===== src/rtl/ssd_pkg.sv =====
package ssd_pkg;

	localparam int COORD_WIDTH_DEF = 24;
	localparam int FRAC_BITS_DEF   = 16;
	localparam int OUT_WIDTH       = 50;
	// register stages inside ssd_mul
	localparam int MUL_LAT         = 2;

endpackage


===== src/rtl/ssd_mul.sv =====
module ssd_mul #(
	parameter int WA = ssd_pkg::COORD_WIDTH_DEF,
	parameter int WB = ssd_pkg::COORD_WIDTH_DEF
) (
	input  logic                  clk,
	input  logic signed [WA-1:0]  a,
	input  logic signed [WB-1:0]  b,
	output logic signed [WA+WB-1:0] p
);

	localparam int LA = WA / 2;
	localparam int HA = WA - LA;
	localparam int LB = WB / 2;
	localparam int HB = WB - LB;
	localparam int PW = WA + WB;

	logic signed [LA:0]   a_lo;
	logic signed [HA-1:0] a_hi;
	logic signed [LB:0]   b_lo;
	logic signed [HB-1:0] b_hi;

	logic signed [LA+LB+1:0]  ll_s1;
	logic signed [HA+LB:0]    hl_s1;
	logic signed [LA+HB:0]    lh_s1;
	logic signed [HA+HB-1:0]  hh_s1;
	logic signed [PW-1:0]     p_s2;

	// low halves are unsigned magnitudes, high halves carry the sign
	assign a_lo = $signed({1'b0, a[LA-1:0]});
	assign a_hi = a[WA-1:LA];
	assign b_lo = $signed({1'b0, b[LB-1:0]});
	assign b_hi = b[WB-1:LB];

	always_ff @(posedge clk) begin
		ll_s1 <= a_lo * b_lo;
		hl_s1 <= a_hi * b_lo;
		lh_s1 <= a_lo * b_hi;
		hh_s1 <= a_hi * b_hi;
		p_s2  <= (PW'(hh_s1) <<< (LA + LB)) + (PW'(hl_s1) <<< LA)
		       + (PW'(lh_s1) <<< LB) + PW'(ll_s1);
	end

	assign p = p_s2;

endmodule


===== config.mk =====
export PLATFORM = sky130hd
export DESIGN_NAME = ssd_mul
export DESIGN_NICKNAME = d
export VERILOG_FILES = /design/src/rtl/ssd_pkg.sv /design/src/rtl/ssd_mul.sv
export SDC_FILE = /design/constraint.sdc
export NUM_CORES = 2
export LEC_CHECK = 0
export BUFFER_PORTS_ARGS = -buffer_cell sky130_fd_sc_hd__buf_2
export CAP_MARGIN = 20
export CORE_UTILIZATION = 45
export DETAILED_ROUTE_END_ITERATION = 10
export MAX_ROUTING_LAYER = met4
export PLACE_DENSITY_LB_ADDON = 0.25
export SLEW_MARGIN = 30
export SYNTH_ARGS = -nofsm -noshare
export SYNTH_HDL_FRONTEND = slang
export SYNTH_SLANG_ARGS = --single-unit

===== constraint.sdc =====
create_clock -name clk -period 6 [get_ports clk]
set_input_delay 1.2 -clock clk [delete_from_list [all_inputs] [get_ports clk]]
set_output_delay 1.2 -clock clk [all_outputs]
set_load 0.05 [all_outputs]

==> run_results.csv <==
group,metric,value,unit
status,status,"finished clean",
worst_setup_path,crit_arrival,6.26,ns
flow_run,drv_cap,0,
synth,synth.ff_latch_count,146,
placed_design,routabilityCongestion,0.9058,
worst_setup_path,cp_max_fo,9,
worst_setup_path,crit_chain,"buf_2, buf_4, nand2_1, fa_1, fa_1, fa_1, inv_1, fa_1, inv_1, fa_1, inv_1, ha_1, a21oi_2, a21oi_1, nor3_1, nor4_1, o41ai_1, xnor2_1",
clock_tree,insertion_delay,0.49,ns
synth,synth_edf_count,0,
synth,yosysUniqueCellTypes,68,
finish,fillers,5221,
sta,hold_slack,0.3267,ns
hold_path,hold_class,"register to register",
sta,tightest_slew,0.8673,ns
synth,ys_top_cells_by_count,"inv_1, fa_1, nand2_1",
grt,grt_pass1_wl,105400,um
synth,synth_area,25260,um2
clock_tree,cts-root-buf,"clkbuf_16",
placed_design,dpl_cell_area,28320,um2
worst_setup_path,worstPathRequired,6.42,ns
grt,antenna_found_initial,1,
routing,wl_met3,3184,um
placed_design,dp.cells,3796,
routing,avgRoutedWirePerCell,16.48,um
routing,vias,19108,
sta,skew,0.01120,ns
routing,top_layer_used,"met4",
finish,multi_input_area,19640,um2
finish,drive_gt1_share,13.40,%
clock_tree,cts_tree,"done",
sta,final_hold_viol_count,0,
die,fp.dieW,238.9,um
placed_design,portBuffers,96,
grt,grt_pass1_vias,20794,
grt,grt_usage,24.68,%
finish,area_delta_synth_final,14.77,%
synth,ys_warn_count,0,
routing,drc,0,
worst_setup_path,crit_type,"input port to register",
routing,first_iter_violations,970,
synth,synth_top_area_cell,"fa_1",
synth,synth_ff_type,"dfxtp_1",
clock_tree,hold_buffers,0,
finish,seqCellArea,2923,um2
finish,nets,3893,
die,core,55310,um2
grt,overflow,0,
synth,synth_top_area_share,37.72,%
clock_tree,cts-htree-levels,4,
synth,synth_area_per_cell,9.041,um2
routing,viasPerCell,4.989,
clock_tree,clkTransAtPathRegs,0.06,ns
synth,synthTopCellsByArea,"fa_1, ha_1, dfxtp_1",
routing,wirelength_met1,27580,um
worst_setup_path,path_common_cell,"fa_1",
grt,grt_max_degree,24,
die,row_count,86,
worst_setup_path,max_stage_delay,0.57,ns
routing,final_antenna_net_count,0,
worst_setup_path,critPathSlowestCell,"fa_1",
die,ios,97,
sta,final.setup.tns,0,ns
sta,fin_crit_sh,97.35,%
clock_tree,cts.sinks,146,
placed_design,hpwlAfterDp,54050,um
clock_tree,cts_made_buffers,17,
sta,final_max_slew_viol_count,0,
die,start_util,45.67,%
synth,synthArstFlopShare,0,%
routing,firstDrtPassIters,7,
sta,min_period,5.841,ns
die,dieArea,57090,um2
synth,yosysMostFrequentCell,"inv_1",
worst_setup_path,critPathLaunchType,"input port",
finish,finalNonFillerCells,3830,
synth,yosysSeqAreaShare,11.57,%
die,die_y,238.9,um
worst_setup_path,critPathCaptureType,"register",
sta,relSlewSlack,42.10,%
routing,dr_wl_met2,30760,um
synth,synth_nets,3619,
routing,drt-total-wl,63130,um
clock_tree,cts_max_path_buffers,2,
sta,max_freq,0.1712,GHz
finish,stdcell_area,28990,um2
synth,syn_inst,2794,
sta,setup_viol_count_final,0,
## sequential cells by signal, summed over array words and instances (netlist names)
| register | cells |
|---|---|
| hl_s1 | 25 |
| p | 48 |
| ll_s1 | 24 |
| lh_s1 | 25 |
| hh_s1 | 24 |
## worst max-delay path, delay by kind of cell
kind | cells | cell delay, ns
AOI/OAI and AO/OA | 3 | 0.78
and+or+nand+nor | 3 | 0.54
adders and majority gates | 6 | 2.89
buffers and inverters | 5 | 0.66
xor gates and xnor gates | 1 | 0.16
## kinds of logic after synthesis
logic type               share of synthesized area, %
AND/OR/NAND/NOR                                 14.66
adder cells (fa/ha/maj)                         52.58
buffers and inverters                           10.96
AO/OA/AOI/OAI                                   6.588
flip-flops                                      11.57
XOR/XNOR                                        3.606
multiplexers                                  0.03963
## timing repair
item                                    CTS  global route
setup buffers                             0             1
resized for setup                         0            23
endpoints found under the setup margin    0            10
## final cells by class
| type | instances | share of cell area [%] |
|---|---|---|
| Antenna cell | 1 | 0.008632 |
| Tap cell | 748 | 3.228 |
| Inverter | 637 | 8.248 |
| Multi-Input combinational cell | 1913 | 67.74 |
| Sequential cell | 146 | 10.08 |
| Timing Repair Buffer | 353 | 8.766 |
| Clock buffer | 19 | 1.528 |
| Clock inverter | 13 | 0.3971 |
## per-stage QoR
| stage | utilization (%) | setup slack, ns |
|---|---|---|
| after floorplan | - | 0.02123 |
| after global placement | 51.21 | -0.3095 |
| after detailed placement | 51.21 | -0.3808 |
| after CTS | 52.22 | 0.1191 |
| after global routing | 52.42 | -0.01315 |
| final | 52.42 | 0.1592 |
## worst paths after layout
| check | from | endpoint | slack (ns) | depth (start not counted) |
|---|---|---|---|---|
| max | b[3] | ll_s1[22] | 0.16 | 18 |
| min | ll_s1[6] | p[6] | 0.33 | 0 |
| max reg2reg | ll_s1[14] | p[46] | 2.27 | 10 |
| min reg2reg | ll_s1[6] | p[6] | 0.33 | 0 |
## layout by cell type (no fill, tap or decap), types with 5 or more instances in the layout
cell type  count
a211o_1        6
a211oi_1       8
a21o_1        24
a21oi_1       72
a31oi_1        8
and2_1       196
and3_1        12
buf_12         8
buf_2         91
buf_4        244
buf_6          5
clkbuf_16     17
clkbuf_4       5
dfxtp_1      146
fa_1         476
ha_1         299
inv_1        635
inv_6          6
nand2_1      380
nand2b_1      20
nand3_1       22
nand4_1        8
nor2_1        85
nor2b_1       12
nor3_1        21
o211ai_1       6
o21a_1        16
o21ai_0       27
o21ai_1       20
o21bai_1       9
o31a_1         6
or2_2          6
or3_1          8
xnor2_1       85
xor2_1        19
## metal layers
layer / vias to the layer above / track usage [%]
met3: 77 / 3.626
met5: - / -
met4: 0 / 7.265
met2: 390 / 41.43
li1: 9011 / -
met1: 9630 / 30.83
Power is left out: the tool's default activity adds up to more than one toggle a clock period on the data nets, which glitch-free logic cannot reach.
