File: src/rtl/ssd_pkg.sv
package ssd_pkg;

	localparam int COORD_WIDTH_DEF = 24;
	localparam int FRAC_BITS_DEF   = 16;
	localparam int OUT_WIDTH       = 50;
	// register stages inside ssd_mul
	localparam int MUL_LAT         = 2;

endpackage

File: src/rtl/ssd_div.sv
module ssd_div #(
	parameter int W = ssd_pkg::COORD_WIDTH_DEF,
	parameter int F = ssd_pkg::FRAC_BITS_DEF
) (
	input  logic                clk,
	input  logic signed [W-1:0] num,
	input  logic signed [W-1:0] den,
	output logic        [F:0]   q
);

	// clamp01(num/den): entry stage, then one restoring step per quotient bit
	logic         nonpos;
	logic         ge;
	logic         in_rng;

	logic [W-2:0] rem_s [F+1];
	logic [W-2:0] den_s [F+1];
	logic [F-1:0] quo_s [F+1];
	logic         np_s  [F+1];
	logic         ge_s  [F+1];

	assign nonpos = num[W-1] || (num == '0);
	assign ge     = (num >= den);
	assign in_rng = !nonpos && !ge;

	always_ff @(posedge clk) begin
		rem_s[0] <= in_rng ? num[W-2:0] : '0;
		den_s[0] <= den[W-2:0];
		quo_s[0] <= '0;
		np_s[0]  <= nonpos;
		ge_s[0]  <= ge;
	end

	for (genvar k = 1; k <= F; k++) begin : g_step
		logic [W-1:0] sh;
		logic [W:0]   dif;
		logic         take;

		assign sh   = {rem_s[k-1], 1'b0};
		assign dif  = {1'b0, sh} - {2'b00, den_s[k-1]};
		assign take = !dif[W];

		always_ff @(posedge clk) begin
			rem_s[k] <= take ? dif[W-2:0] : sh[W-2:0];
			den_s[k] <= den_s[k-1];
			quo_s[k] <= {quo_s[k-1][F-2:0], take};
			np_s[k]  <= np_s[k-1];
			ge_s[k]  <= ge_s[k-1];
		end
	end

	always_comb begin
		if (np_s[F])      q = '0;
		else if (ge_s[F]) q = {1'b1, {F{1'b0}}};
		else              q = {1'b0, quo_s[F]};
	end

endmodule

File: config.mk
export PLATFORM = sky130hd
export DESIGN_NAME = ssd_div
export DESIGN_NICKNAME = d
export VERILOG_FILES = /design/src/rtl/ssd_pkg.sv /design/src/rtl/ssd_div.sv
export SDC_FILE = /design/constraint.sdc
export NUM_CORES = 2
export LEC_CHECK = 0
export ABC_CLOCK_PERIOD_IN_PS = 3820
export BUFFER_PORTS_ARGS = -buffer_cell sky130_fd_sc_hd__buf_2
export CAP_MARGIN = 20
export CORE_ASPECT_RATIO = 0.6
export CORE_MARGIN = 1.5
export CORE_UTILIZATION = 40
export DETAILED_ROUTE_END_ITERATION = 12
export SETUP_SLACK_MARGIN = 0.02
export SYNTH_ARGS = -nofsm -noshare
export SYNTH_HDL_FRONTEND = slang
export SYNTH_SLANG_ARGS = --single-unit
File: constraint.sdc
create_clock -name clk -period 3.82 [get_ports clk]
set_input_delay 0 -clock clk [delete_from_list [all_inputs] [get_ports clk]]
set_output_delay 0 -clock clk [all_outputs]
set_load 0.01 [all_outputs]
==> results.cfg <==
[synthesis]
synthDominantCellAreaShare = 0.4541
syn-num-nets = 4614
synth_edf_count = 0
yosys.area.top_type = dfxtp_1
netlist-cell-type-count = 84
yosys_warnings = 0
ys.flop_type = dfxtp_1
ys_async_sr_fraction = 0
ys_ff_latch = 906
synth_area_leaders = dfxtp_1 45%, ha_1 12%, inv_1 4.4%
synthCells = 4174
netlist_area_mm2 = 0.03994
synth-seq-area-share = 0.4541
synth_area_per_cell_um2 = 9.569
synth_most_common_cell = dfxtp_1
synthTopCellsByCount = 906 x dfxtp_1, 467 x inv_1, 376 x ha_1

[critical_path]
critPathMaxFanout = 12
max_stage_delay_ns = 0.47
path_cells = inv_1 -> fa_1 -> a211oi_1 -> o21ai_1 -> a31oi_2 -> o22ai_1 -> a221o_1 -> a31oi_4 -> buf_4 -> nor4b_1 -> a211oi_1 -> nand3_1
worstSetupStartpoint = den_s[0][184]
startpoint_type = register
required_ns = 4.36
rrSetupSlack_ns = 0.33
crit_end = rem_s[0][228]
timing.rr.end = rem_s[0][228]
end_kind = register
crit_buf_inv = 2
timing.rr.start = den_s[0][184]
slowest_stage = a221o_1
reg2reg_depth = 12
cp.depth = 12
path_class = reg2reg
crit_family = compound AO/OA/AOI/OAI gates
critPathArrivalTime_ns = 4.03
cpMostUsedCell = a211oi_1

[floorplanning]
die_area_mm2 = 0.1018
die_y_um = 247.8
placementRows = 89
chipWidth_um = 411.0
core_area_mm2 = 0.09866
floorplan.initialDensity = 0.4048
io_pins = 66

[run_status]
status = complete, no violations

[grt]
gr-usage-all-layers = 0.1711
grt_pass1_vias = 26690
grt.overflow.total = 0
antenna_found_initial = 4
grt_first_pass_wirelength_um = 142500
grt_max_degree = 42

[timing]
clock_skew_ns = 0.05597
rsz0062_at_grt = no
fin_setup_tns_ns = 0
final_max_slew_viol_count = 0
relSlewSlack = 0.3965
period_needed_ns = 3.494
hold_viol_final = 0
max_freq_ghz = 0.2862
setup-violations-final = 0
period_share = 0.9146
post-route-worst-setup-slack_ns = 0.3263
worstMarginPinSlew_ns = 0.9042

[clock_network]
cts.sinks = 906
cts-root-buf = clkbuf_16
post_cts_buffers = 0
cts_hold_buf = 71
cts_resized = 0
h-tree-depth = 3
clockBufferDepth = 3
clk_pin_slew_worst_paths_ns = 0.07
clock_latency_ns = 0.70
cts_made_buffers = 87
cts_tree = yes

[cells_and_area]
area_growth_pct = 14.85
fill_cells = 9295
drive_above_1_share = 0.08841
final_nets = 4818

[place]
dpl_worst_slack_ns = 0.3872
port-buffer-count = 65
hpwl_um = 66480
gp_congestion = 0.8413

[detailed_routing]
vias_per_cell = 4.955
drt-total-wl_um = 86490
detail_route.wl_per_cell_um = 15.00
num_vias = 28570
postRouteAntennaNets = 0
drc = 0
first_pass_iters = 7
drt-initial-drc-count = 2312

[flow_run]
cap_violations = 0

[power_and_ir_drop]
ir_drop_v = 0.0003910
leakagePower_nw = 21.46
powerDensity_mw_per_mm2 = 922.4

[min_path]
holdCritPathClass = in2reg
-- worst min-delay path, stage by stage --
cell and delay (ns):
buf_2 0.09, inv_1 0.04, ha_1 0.14, a2111oi_2 0.06
a31oi_1 0.16, or3b_1 0.21
-- how the worst min path moves through the flow --
stage                  from            to  slack (ns)  depth (start not counted)
finish              den[23]    ge_s[0][0]        0.09                          6
global route        num[12]  rem_s[0][12]        0.08                          3
CTS                 den[23]    ge_s[0][0]        0.02                          6
detailed placement  den[22]  den_s[0][22]        0.12                          1
global placement    den[19]  den_s[0][19]        0.12                          1
floorplan            den[0]   den_s[0][0]        0.03                          0
-- layout by cell type (no fill, tap or decap), types with 14 or more instances in the layout --
cell type and n:
dfxtp_1 906, inv_1 467, ha_1 376, o21ai_0 314
nand2_1 308, a21oi_1 267, nor2_1 193, xnor2_1 161
a21o_1 153, xor2_1 115, clkbuf_16 88, dlygate4sd3_1 71
buf_2 65, nor3_1 61, nand2b_1 61, o21a_1 59
mux2_2 52, a211oi_1 50, and2_1 50, a31oi_1 43
nand4_1 40, buf_4 35, nand3_1 33, mux2_4 33
nor2b_1 31, o21bai_1 30, o31ai_1 29, and3_1 25
a211o_1 20, o211ai_1 18, clkbuf_8 17, fa_1 15
a22o_1 14
-- layer usage --
metal,track usage,share of wire,up-vias
met1,0.2945,0.60,13060
li1,-,-,14780
met3,0.03562,0.065,103
met2,0.2030,0.32,630
met5,0,0,-
met4,0.03408,0.016,0
-- per-stage QoR --
step	total power, mW	std cells	utilization	instance area [µm²]	hold slack (ns)
global placement	32.73	5537	0.4270	42130	0.1200
finish	42.31	5766	0.4649	45870	0.09001
floorplan	28.39	4174	-	39940	0.02772
CTS	42.38	5764	0.4649	45870	0.01668
detailed placement	33.00	5537	0.4270	42130	0.1213
global route	45.56	5764	0.4649	45870	0.07965
-- state kept, by name (all words and copies together) (netlist names) --
| signal | cells |
|---|---|
| quo_s | 136 |
| np_s | 17 |
| ge_s | 17 |
| rem_s | 368 |
| den_s | 368 |
-- power breakdown --
part,total (mW),internal (mW),switching [mW]
registers,13.8,12.4,1.40
logic,19.5,8.86,10.6
clock network,9.01,5.21,3.79
total,42.3,26.5,15.8
-- kinds of logic (layout without fill, tap and decap cells) --
group | after synthesis | count (layout) | synth area share
compound gates | 1095 | 1095 | 0.1738
flops | 906 | 906 | 0.4541
simple gates | 877 | 877 | 0.1052
buf+inv | 538 | 809 | 0.05241
fa+ha+maj | 391 | 391 | 0.1253
xor+xnor | 276 | 276 | 0.06052
mux | 91 | 91 | 0.02866
other cells | 0 | 2 | 0
-- layout make-up --
| cell class | instances | area (µm²) | area share |
|---|---|---|---|
| Timing Repair Buffer | 183 | 1539 | 0.03355 |
| Inverter | 470 | 1764 | 0.03846 |
| Clock inverter | 39 | 545.5 | 0.01189 |
| Tap cell | 1319 | 1650 | 0.03598 |
| Sequential cell | 906 | 18140 | 0.3954 |
| Clock buffer | 117 | 2481 | 0.05409 |
| Multi-Input combinational cell | 2730 | 19750 | 0.4305 |
| Antenna cell | 2 | 5.005 | 0.0001091 |
(Power assumes the default switching activity.)
