[src/rtl/ssd_pkg.sv]
package ssd_pkg;

	localparam int COORD_WIDTH_DEF = 24;
	localparam int FRAC_BITS_DEF   = 16;
	localparam int OUT_WIDTH       = 50;
	// register stages inside ssd_mul
	localparam int MUL_LAT         = 2;

endpackage

[src/rtl/ssd_dly.sv]
module ssd_dly #(
	parameter int W     = ssd_pkg::COORD_WIDTH_DEF,
	parameter int DEPTH = ssd_pkg::MUL_LAT
) (
	input  logic         clk,
	input  logic         arst_n,
	input  logic         in_valid,
	input  logic [W-1:0] in_data,
	output logic         out_valid,
	output logic [W-1:0] out_data
);

	logic         vld_s [DEPTH];
	logic [W-1:0] dat_s [DEPTH];

	always_ff @(posedge clk or negedge arst_n) begin
		if (!arst_n) begin
			for (int k = 0; k < DEPTH; k++) vld_s[k] <= 1'b0;
		end else begin
			vld_s[0] <= in_valid;
			for (int k = 1; k < DEPTH; k++) vld_s[k] <= vld_s[k-1];
		end
	end

	always_ff @(posedge clk) begin
		dat_s[0] <= in_data;
		for (int k = 1; k < DEPTH; k++) dat_s[k] <= dat_s[k-1];
	end

	assign out_valid = vld_s[DEPTH-1];
	assign out_data  = dat_s[DEPTH-1];

endmodule

[config.mk]
export PLATFORM = sky130hd
export DESIGN_NAME = ssd_dly
export DESIGN_NICKNAME = d
export VERILOG_FILES = /design/src/rtl/ssd_pkg.sv /design/src/rtl/ssd_dly.sv
export SDC_FILE = /design/constraint.sdc
export NUM_CORES = 1
export LEC_CHECK = 0
export ABC_AREA = 1
export BUFFER_PORTS_ARGS = -buffer_cell sky130_fd_sc_hd__buf_2
export CORE_MARGIN = 4
export CORE_UTILIZATION = 44
export DETAILED_ROUTE_END_ITERATION = 8
export HOLD_SLACK_MARGIN = 0.06
export PLACE_DENSITY = 0.75
export SYNTH_ARGS = -nofsm -noshare
export SYNTH_HDL_FRONTEND = slang
export SYNTH_SLANG_ARGS = --single-unit
export TNS_END_PERCENT = 100
[constraint.sdc]
create_clock -name clk -period 0.8 [get_ports clk]
set_input_delay 0.04 -clock clk [delete_from_list [all_inputs] [get_ports clk]]
set_output_delay 0.04 -clock clk [all_outputs]
set_load 0.1 [all_outputs]
==> results of run 1 <==
==> layout by cell type (no fill, tap or decap), drive strengths merged <==
cell and instances:
buf 51, dfxtp 48, dlygate4sd3 27, clkbuf 8, dfrtp 2
==> cell usage after synthesis, drive strengths merged <==
master | number | share of area [%]
dfxtp | 48 | 81
buf | 24 | 15
dfrtp | 2 | 4.2
==> power by group <==
| group | internal (mW) | switching (mW) |
|---|---|---|
| Sequential | 2.64 | 0.0689 |
| Clock | 0.352 | 0.657 |
| Combinational | 0.380 | 0.554 |
==> flip-flops by register name (all words and copies together), names as in the netlist <==
name	count
dat_s	48
out_valid	1
vld_s	1
==> final timing paths <==
path / endpoint / slack [ns] / depth (start not counted)
hold / removal: dat_s[0][12] / 0.33 / 2
setup / recovery: out_valid / -0.18 / 1
hold reg to reg: dat_s[0][25] / 0.33 / 0
max in group asynchronous: out_valid / 0.10 / 3
setup reg to reg: out_valid / 0.31 / 0
min in group asynchronous: vld_s[1] / 0.56 / 3
==> per-layer routing <==
metal	GRT usage [%]	up-vias	wire length (um)
met4	8.54	0	14
met5	0	-	0
met3	6.26	4	222
met1	11.3	287	621
met2	28.4	35	1330
li1	-	323	-
==> through the flow <==
stage,instance area (um^2),setup WS [ns],std cells,setup TNS (ns),hold slack (ns)
2_1_floorplan,1190,0.114,74,0,-0.256
3_3_place_gp,1680,0.204,131,0,-0.175
3_5_place_dp,1680,0.196,131,0,-0.167
4_1_cts,2030,-0.205,166,-3.22,0.313
5_1_grt,2030,-0.242,166,-4.14,0.305
6_report,2030,-0.182,166,-2.80,0.326
==> kinds of logic after synthesis <==
| group | count (synthesis) | synth area share, % |
|---|---|---|
| flip-flops | 50 | 84.9 |
| buffers and inverters | 24 | 15.1 |
==> layout make-up <==
| type | instances | area, um^2 |
|---|---|---|
| fillers | 148 | 493 |
| flip-flops and latches | 50 | 1040 |
| clock buffers | 8 | 48.8 |
| well taps | 30 | 37.5 |
| repair buffers | 78 | 901 |
==> repair_timing <==
item,in CTS,in global routing
resized for setup,24,0
cloned,0,0
endpoints found under the hold margin,27,0
endpoints found under the setup margin,25,25
hold buffers,27,0
==> results by group, run 1 <==
Status
  – Run status: finished, violations left
  – Violated checks: negative setup slack

Critical path
  – Worst Setup End Kind: output port
  – CP delay by family, top: flip-flops
  – Crit path cell chain: buf_12
  – Slowest CP cell: dfrtp_2
  – Crit Path Max Fanout: 1
  – Buf+Inv Stages, Crit Path: 1
  – Startpoint types: flip-flop
  – Crit path DAT: 0.94 ns
  – Critical path class: flip-flop to output port
  – Crit path from: out_valid
  – Max incr delay on CP: 0.43 ns
  – RR Startpoint: vld_s[1]
  – Worst EP required: 0.76 ns

Floorplanning
  – # IOs: 52
  – DIE HEIGHT: 60.0 um
  – CORE AREA: 2520 um^2
  – DIE AREA: 3600 um^2
  – Die width: 60.0 um
  – Initial Util: 47.2%
  – Std cell rows: 18

Power and ir drop
  – Power density cells: 2290 nW/um^2
  – Peak VDD IR: 1920 uV
  – Leakage: 0.904 nW
  – Total power: 4.65 mW

Final layout
  – Fraction of layout cells with a size suffix above 1: 59.6%
  – Nets: 162
  – Area occupied by multi-input gates: 0 um^2
  – Post-Route Utilization: 80.5%
  – Multi-input gates: 0
  – Layout area overhead: 70.4%
  – Diode count: 0

Global route
  – Largest net degree at the start of global routing: 15
  – Initial antenna violation count: 0
  – First-pass GRT wire length: 3.39 mm
  – Vias in the first global route: 723
  – Total track usage: 14.5%
  – Overflow after GRT: 0

Route
  – DR iter-0 viols: 3
  – # DRC: 0
  – Routed vias: 649
  – Total wire length: 2.19 mm
  – Routed Antenna Nets: 0
  – Vias per cell: 3.91
  – DR pass1 iterations: 3
  – WL per Instance: 13.2 um

Timing
  – Final worst slack: -0.182 ns
  – Worst-margin pin slew: 0.116 ns
  – Final Max Slew Viols: 0
  – RSZ-0062 raised after global routing: yes
  – Max Fclk: 1.02 GHz
  – Final Critical Period: 0.982 ns
  – Setup Viol. Count Final: 25
  – Setup Skew: 0.00782 ns
  – Slew headroom: 92.3%
  – Final cycle utilization of the critical path: 123%
  – Final Hold Fails: 0

Hold path
  – Hold path startpoint: in_data[12]
  – Worst hold path class: input port to flip-flop

Yosys
  – Post-Synthesis Cells: 74
  – Seq/Total Area, Yosys: 84.9%
  – Synth Net Count: 101
  – Flop and latch count out of synthesis: 50
  – Synth cell types: 3
  – Mean post-synth cell area: 16.1 um^2
  – Warnings from Yosys: 0
  – Netlist Area Pre-Place: 1190 um^2

Clock tree
  – Post-CTS Setup Inserts: 0
  – Bufs on Longest Clock Path: 2
  – Clk root buf: clkbuf_4
  – CTS Buf Count: 5
  – H-tree levels: 2
  – Worst-skew pair later-pin latency: 0.34 ns
  – Clk sinks: 50
  – CTS tree: yes
  – Clock-pin slew on the worst setup and hold paths: 0.12 ns

Placed design
  – PortBufs: 51
  – GPL Wtd Cong: 0.627

Run
  – Max cap viols: 0
Power figures use the tool's default switching activity.
==> run 2: changes to the inputs <==
--- a/config.mk
+++ b/config.mk
@@ -11,7 +11,7 @@
 export CORE_UTILIZATION = 44
 export DETAILED_ROUTE_END_ITERATION = 8
 export HOLD_SLACK_MARGIN = 0.06
-export PLACE_DENSITY = 0.75
+export PLACE_DENSITY = 0.78
 export SYNTH_ARGS = -nofsm -noshare
 export SYNTH_HDL_FRONTEND = slang
 export SYNTH_SLANG_ARGS = --single-unit
==> results by group, run 2 (synthesis gave the netlist of run 1 again) <==
Status
  – Run status: finished, violations left
  – Violated checks: negative setup slack

Timing
  – Max Fclk: 1.03 GHz (+0.90%)
  – Final cycle utilization of the critical path: 122% (-1.1 points)
  – Final Critical Period: 0.973 ns (-0.00876 ns)
  – Final worst slack: -0.173 ns (+0.00876 ns)
  – Slew headroom: 91.5% (-0.75 points)
  – Worst hold slack: 0.319 ns (-0.00642 ns)
  – Setup Viol. Count Final: 25 (unchanged)
  – Worst-margin pin slew: 0.127 ns (+0.0117 ns)
  – Final Hold Fails: 0 (unchanged)
  – Setup Skew: 0.0121 ns (+0.00430 ns)
  – Final Max Slew Viols: 0 (unchanged)
  – RSZ-0062 raised after global routing: yes

Route
  – Total wire length: 2.20 mm (+0.78%)
  – DR pass1 iterations: 2 (-1)
  – # DRC: 0 (unchanged)
  – Routed Antenna Nets: 0 (unchanged)
  – Routed vias: 652 (+0.46%)
  – DR iter-0 viols: 2 (-1)
  – WL per Instance: 13.3 um (+0.78%)
  – Vias per cell: 3.93 (+0.46%)

Critical path
  – Crit path DAT: 0.93 ns (about the same)
  – Max incr delay on CP: 0.43 ns (about the same)
  – Crit Path Max Fanout: 1 (unchanged)
  – Worst EP required: 0.76 ns (about the same)
  – Crit path cell chain: buf_12
  – Worst Setup End Kind: output port
  – Slowest CP cell: dfrtp_2
  – Buf+Inv Stages, Crit Path: 1 (unchanged)
  – Critical path class: flip-flop to output port
  – CP delay by family, top: flip-flops
  – Startpoint types: flip-flop

Clock tree
  – CTS Buf Count: 5 (unchanged)
  – Clk sinks: 50 (unchanged)
  – H-tree levels: 2 (unchanged)
  – Post-CTS Setup Inserts: 0 (unchanged)
  – Clock-pin slew on the worst setup and hold paths: 0.13 ns (about the same)
  – CTS tree: yes
  – Worst-skew pair later-pin latency: 0.34 ns (about the same)
  – Bufs on Longest Clock Path: 2 (unchanged)
  – Clk root buf: clkbuf_4

Floorplanning
  – Die width: 60.0 um (unchanged)
  – DIE AREA: 3600 um^2 (unchanged)
  – Initial Util: 47.2% (unchanged)
  – # IOs: 52 (unchanged)
  – Std cell rows: 18 (unchanged)
  – DIE HEIGHT: 60.0 um (unchanged)
  – CORE AREA: 2520 um^2 (unchanged)

Final layout
  – Top reg by flops: dat_s
  – Fraction of layout cells with a size suffix above 1: 61.0% (+1.5 points)
  – Commonest non-fill, non-tap cell in the layout: dlygate4sd3_1
  – Nets: 162 (unchanged)
  – Max reg flops: 48 (unchanged)
  – Area occupied by multi-input gates: 0 um^2 (unchanged)
  – Multi-input gates: 0 (unchanged)
  – Most frequent cells in the layout: dlygate4sd3_1, buf_2, buf_12
  – Layout area overhead: 71.3%
  – Diode count: 0 (unchanged)

Global route
  – Vias in the first global route: 746 (+3.2%)
  – Largest net degree at the start of global routing: 15 (unchanged)
  – First-pass GRT wire length: 3.50 mm (+3.1%)
  – Overflow after GRT: 0 (unchanged)
  – Initial antenna violation count: 0 (unchanged)
  – Total track usage: 14.5% (about the same)

Placed design
  – DP Wirelength: 1.33 mm
  – Dpl ws: 0.197 ns (+0.000373 ns)
  – GPL Wtd Cong: 0.606 (-3.3%)
  – PortBufs: 51 (unchanged)

Power and ir drop
  – Peak VDD IR: 1980 uV (+3.1%)
  – Power density cells: 2320 nW/um^2 (+1.4%)
  – Leakage: 0.913 nW (+0.97%)
  – Total power: 4.74 mW (+1.9%)

Hold path
  – Worst hold path class: input port to flip-flop

Run
  – Max cap viols: 0 (unchanged)
## run 2: changes by cell type in the layout (fill, tap and decap cells not counted), sizes merged
cell and delta:
clkbuf -1, clkinv +1
## run 2: final timing paths
check / start / to / slack [ns] / depth (start not counted)
min in group asynchronous: arst_n / out_valid / 0.55 / 3
hold / removal: in_data[14] / dat_s[0][14] / 0.32 / 2
max in group asynchronous: arst_n / out_valid / 0.12 / 3
hold reg to reg: dat_s[0][8] / dat_s[0][32] / 0.33 / 0
setup reg to reg: vld_s[1] / out_valid / 0.33 / 0
setup / recovery: out_valid / out_valid / -0.17 / 1
## run 2: area by class of cell
class,instances,area [um^2]
flip-flops and latches,50,1040
repair buffers,78,901
fillers,146,482
clock buffers,7,55.1
well taps,30,37.5
clock inverters,1,5.00
## run 2: power breakdown
| part | switching [mW] | internal [mW] |
|---|---|---|
| Sequential | 0.0682 | 2.64 |
| Combinational | 0.554 | 0.380 |
| Clock | 0.672 | 0.427 |
| Total | 1.29 | 3.45 |
## run 2: per-layer routing
metal / part of all wire, % / vias to the layer above / GRT usage, %
met3: 13 / 5 / 7.99
met2: 52 / 39 / 24.5
met4: 2.1 / 0 / 9.49
li1: - / 321 / -
met1: 33 / 287 / 13.2
met5: 0 / - / 0
## run 2: repair_timing
| action | 4_1_cts | 5_1_grt |
|---|---|---|
| hold endpoints to repair | 27 | 0 |
| endpoints found under the setup margin | 25 | 25 |
| resized for setup | 24 | 0 |
| pin swaps | 0 | 0 |
| hold buffers | 27 | 0 |
## run 2: stage by stage
stage / TNS (ns) / util [%] / instance area, um^2 / std cells
floorplan: 0 / - / 1190 / 74
global placement: 0 / 66.6 / 1680 / 131
detailed placement: 0 / 66.6 / 1680 / 131
CTS: -3.35 / 80.9 / 2040 / 166
global route: -4.16 / 80.9 / 2040 / 166
finish: -2.89 / 80.9 / 2040 / 166
==> run 3: changes to the inputs <==
--- a/config.mk
+++ b/config.mk
@@ -7,9 +7,10 @@
 export LEC_CHECK = 0
 export ABC_AREA = 1
 export BUFFER_PORTS_ARGS = -buffer_cell sky130_fd_sc_hd__buf_2
-export CORE_MARGIN = 4
+export CORE_MARGIN = 2
 export CORE_UTILIZATION = 44
 export DETAILED_ROUTE_END_ITERATION = 8
+export GPL_ROUTABILITY_DRIVEN = 0
 export HOLD_SLACK_MARGIN = 0.06
 export PLACE_DENSITY = 0.78
 export SYNTH_ARGS = -nofsm -noshare
==> results by group, run 3 (synthesis gave the netlist of run 1 again) <==
Power and ir drop
  – Logic pwr share: 19.3% (-0.4 points)
  – Psw: 1.36 mW (+5.2%)
  – Total power: 4.82 mW (+1.7%)
  – Switching share of power: 28.2% (+0.94 points)
  – Power density cells: 2350 nW/um^2 (+1.3%)
  – Sequential share of power: 56.2% (-0.9 points)
  – Clock Power Share: 24.5% (+1.3 points)
  – Cell Int Power: 3.46 mW (+0.40%)
  – Peak VDD IR: 2410 uV (+22%)
  – Leakage: 0.916 nW (+0.34%)

Final layout
  – Fillcell total: 143 (-2.1%)
  – Diode count: 0 (unchanged)
  – Nets: 162 (unchanged)
  – Multi-input gates: 0 (unchanged)
  – Fraction of layout cells with a size suffix above 1: 61.8% (+0.74 points)
  – Most frequent cells in the layout: dlygate4sd3_1, buf_2, buf_12
  – Final Cell Area: 2050 um^2 (+0.43%)
  – Commonest non-fill, non-tap cell in the layout: dlygate4sd3_1
  – Register Area: 1040 um^2 (unchanged)
  – Layout area overhead: 72.1%
  – Max reg flops: 48 (unchanged)
  – Area occupied by multi-input gates: 0 um^2 (unchanged)
  – Top reg by flops: dat_s

Hold path
  – Worst hold path class: input port to flip-flop
  – Hold path startpoint: in_data[2]
  – Hold Crit Depth: 2 (unchanged)
  – WHS Endpoint: dat_s[0][2]

Global route
  – Overflow after GRT: 0 (unchanged)
  – Largest net degree at the start of global routing: 17 (+2)
  – First-pass GRT wire length: 3.57 mm (+2.0%)
  – Total track usage: 15.4% (+0.89 points)
  – Initial antenna violation count: 0 (unchanged)
  – Vias in the first global route: 772 (+3.5%)

Critical path
  – Worst Setup End Kind: output port
  – Crit path DAT: 0.94 ns (about the same)
  – RR Startpoint: vld_s[1]
  – Critical R2R Capture: out_valid
  – Slowest CP cell: dfrtp_2
  – Buf+Inv Stages, Crit Path: 1 (unchanged)
  – Crit path cell chain: buf_12
  – Reg2Reg Depth: 0 (unchanged)
  – CP delay by family, top: flip-flops
  – R2R setup slack: 0.32 ns (about the same)
  – Max incr delay on CP: 0.44 ns (about the same)
  – Critical path class: flip-flop to output port
  – Worst EP required: 0.76 ns (about the same)
  – Startpoint types: flip-flop
  – Crit Path Max Fanout: 1 (unchanged)

Clock tree
  – H-tree levels: 2 (unchanged)
  – Worst-skew pair later-pin latency: 0.34 ns (about the same)
  – Bufs on Longest Clock Path: 2 (unchanged)
  – Clk root buf: clkbuf_4
  – Post-CTS Setup Inserts: 0 (unchanged)
  – CTS Buf Count: 5 (unchanged)
  – Clk sinks: 50 (unchanged)
  – Clock-pin slew on the worst setup and hold paths: 0.14 ns (about the same)
  – CTS tree: yes

Timing
  – RSZ-0062 raised after global routing: yes
  – Final Critical Period: 0.979 ns (+0.00621 ns)
  – Final Max Slew Viols: 0 (unchanged)
  – Final cycle utilization of the critical path: 122% (+0.78 points)
  – Final worst slack: -0.179 ns (-0.00620 ns)
  – Final Hold Fails: 0 (unchanged)
  – Setup Viol. Count Final: 25 (unchanged)
  – Worst-margin pin slew: 0.141 ns (+0.0135 ns)
  – Slew headroom: 90.6% (-0.90 points)
  – Setup Skew: 0.00917 ns (-0.00295 ns)
  – Worst hold slack: 0.321 ns (+0.00127 ns)
  – Max Fclk: 1.02 GHz (-0.63%)

Route
  – Routed vias: 651 (-0.15%)
  – Vias per cell: 3.92 (-0.15%)
  – WL per Instance: 12.6 um (-5.2%)
  – Total wire length: 2.09 mm (-5.2%)
  – DR pass1 iterations: 4 (+2)
  – DR iter-0 viols: 9 (+7)
  – Routed Antenna Nets: 0 (unchanged)
  – # DRC: 0 (unchanged)

Floorplanning
  – DIE HEIGHT: 56.0 um (-6.7%)
  – DIE AREA: 3140 um^2 (-13%)
  – # IOs: 52 (unchanged)
  – Initial Util: 47.2% (unchanged)
  – Die width: 56.0 um (-6.7%)
  – Std cell rows: 18 (unchanged)
  – CORE AREA: 2520 um^2 (unchanged)

Run
  – Max cap viols: 0 (unchanged)

Placed design
  – PortBufs: 51 (unchanged)
  – Cell Area, Placed: 1680 um^2 (unchanged)

Status
  – Run status: finished, violations left
  – Violated checks: negative setup slack
run 3: worst max path at each step:
stage,slack [ns],cells after the start,endpoint,startpoint
final,-0.18,1,out_valid,out_valid
after global placement,0.20,1,out_valid,out_valid
after CTS,-0.21,1,out_valid,out_valid
after detailed placement,0.19,1,out_valid,out_valid
after global routing,-0.23,1,out_valid,out_valid
after floorplan,0.11,0,out_valid,out_valid
run 3: area by class of cell:
type / instances / share of cell area, %
sequential: 50 / 50.9
timing repair buffer: 78 / 44.0
clock buffer: 6 / 2.50
tap: 30 / 1.83
clock inverter: 2 / 0.855
run 3: power groups by stage:
| stage | clock (mW) | sequential [mW] | combinational (mW) |
|---|---|---|---|
| 2_1_floorplan | 0 | 2.72 | 0.565 |
| 3_3_place_gp | 0 | 2.75 | 0.821 |
| 3_5_place_dp | 0 | 2.75 | 0.827 |
| 4_1_cts | 1.23 | 2.71 | 0.930 |
| 5_1_grt | 1.33 | 2.73 | 0.952 |
| 6_report | 1.18 | 2.71 | 0.931 |
run 3: what timing repair did:
item	4_1_cts	5_1_grt
resized for setup	24	0
endpoints found under the hold margin	27	0
pin swaps	0	0
hold buffers	27	0
endpoints found under the setup margin	25	25
run 3: layer usage:
layer,vias up,GRT usage (%),part of all wire (%)
met5,-,0,0
met4,0,4.08,0
met3,0,8.14,10
met2,33,28.1,54
met1,294,15.1,36
li1,324,-,-
run 3: per-stage QoR:
| stage | worst slack, ns | TNS [ns] | instances | utilization [%] |
|---|---|---|---|---|
| after floorplan | 0.114 | 0 | 74 | - |
| after global placement | 0.200 | 0 | 131 | 66.6 |
| after detailed placement | 0.194 | 0 | 131 | 66.6 |
| after CTS | -0.210 | -3.60 | 166 | 81.3 |
| after global routing | -0.230 | -4.24 | 166 | 81.3 |
| final | -0.179 | -3.02 | 166 | 81.3 |
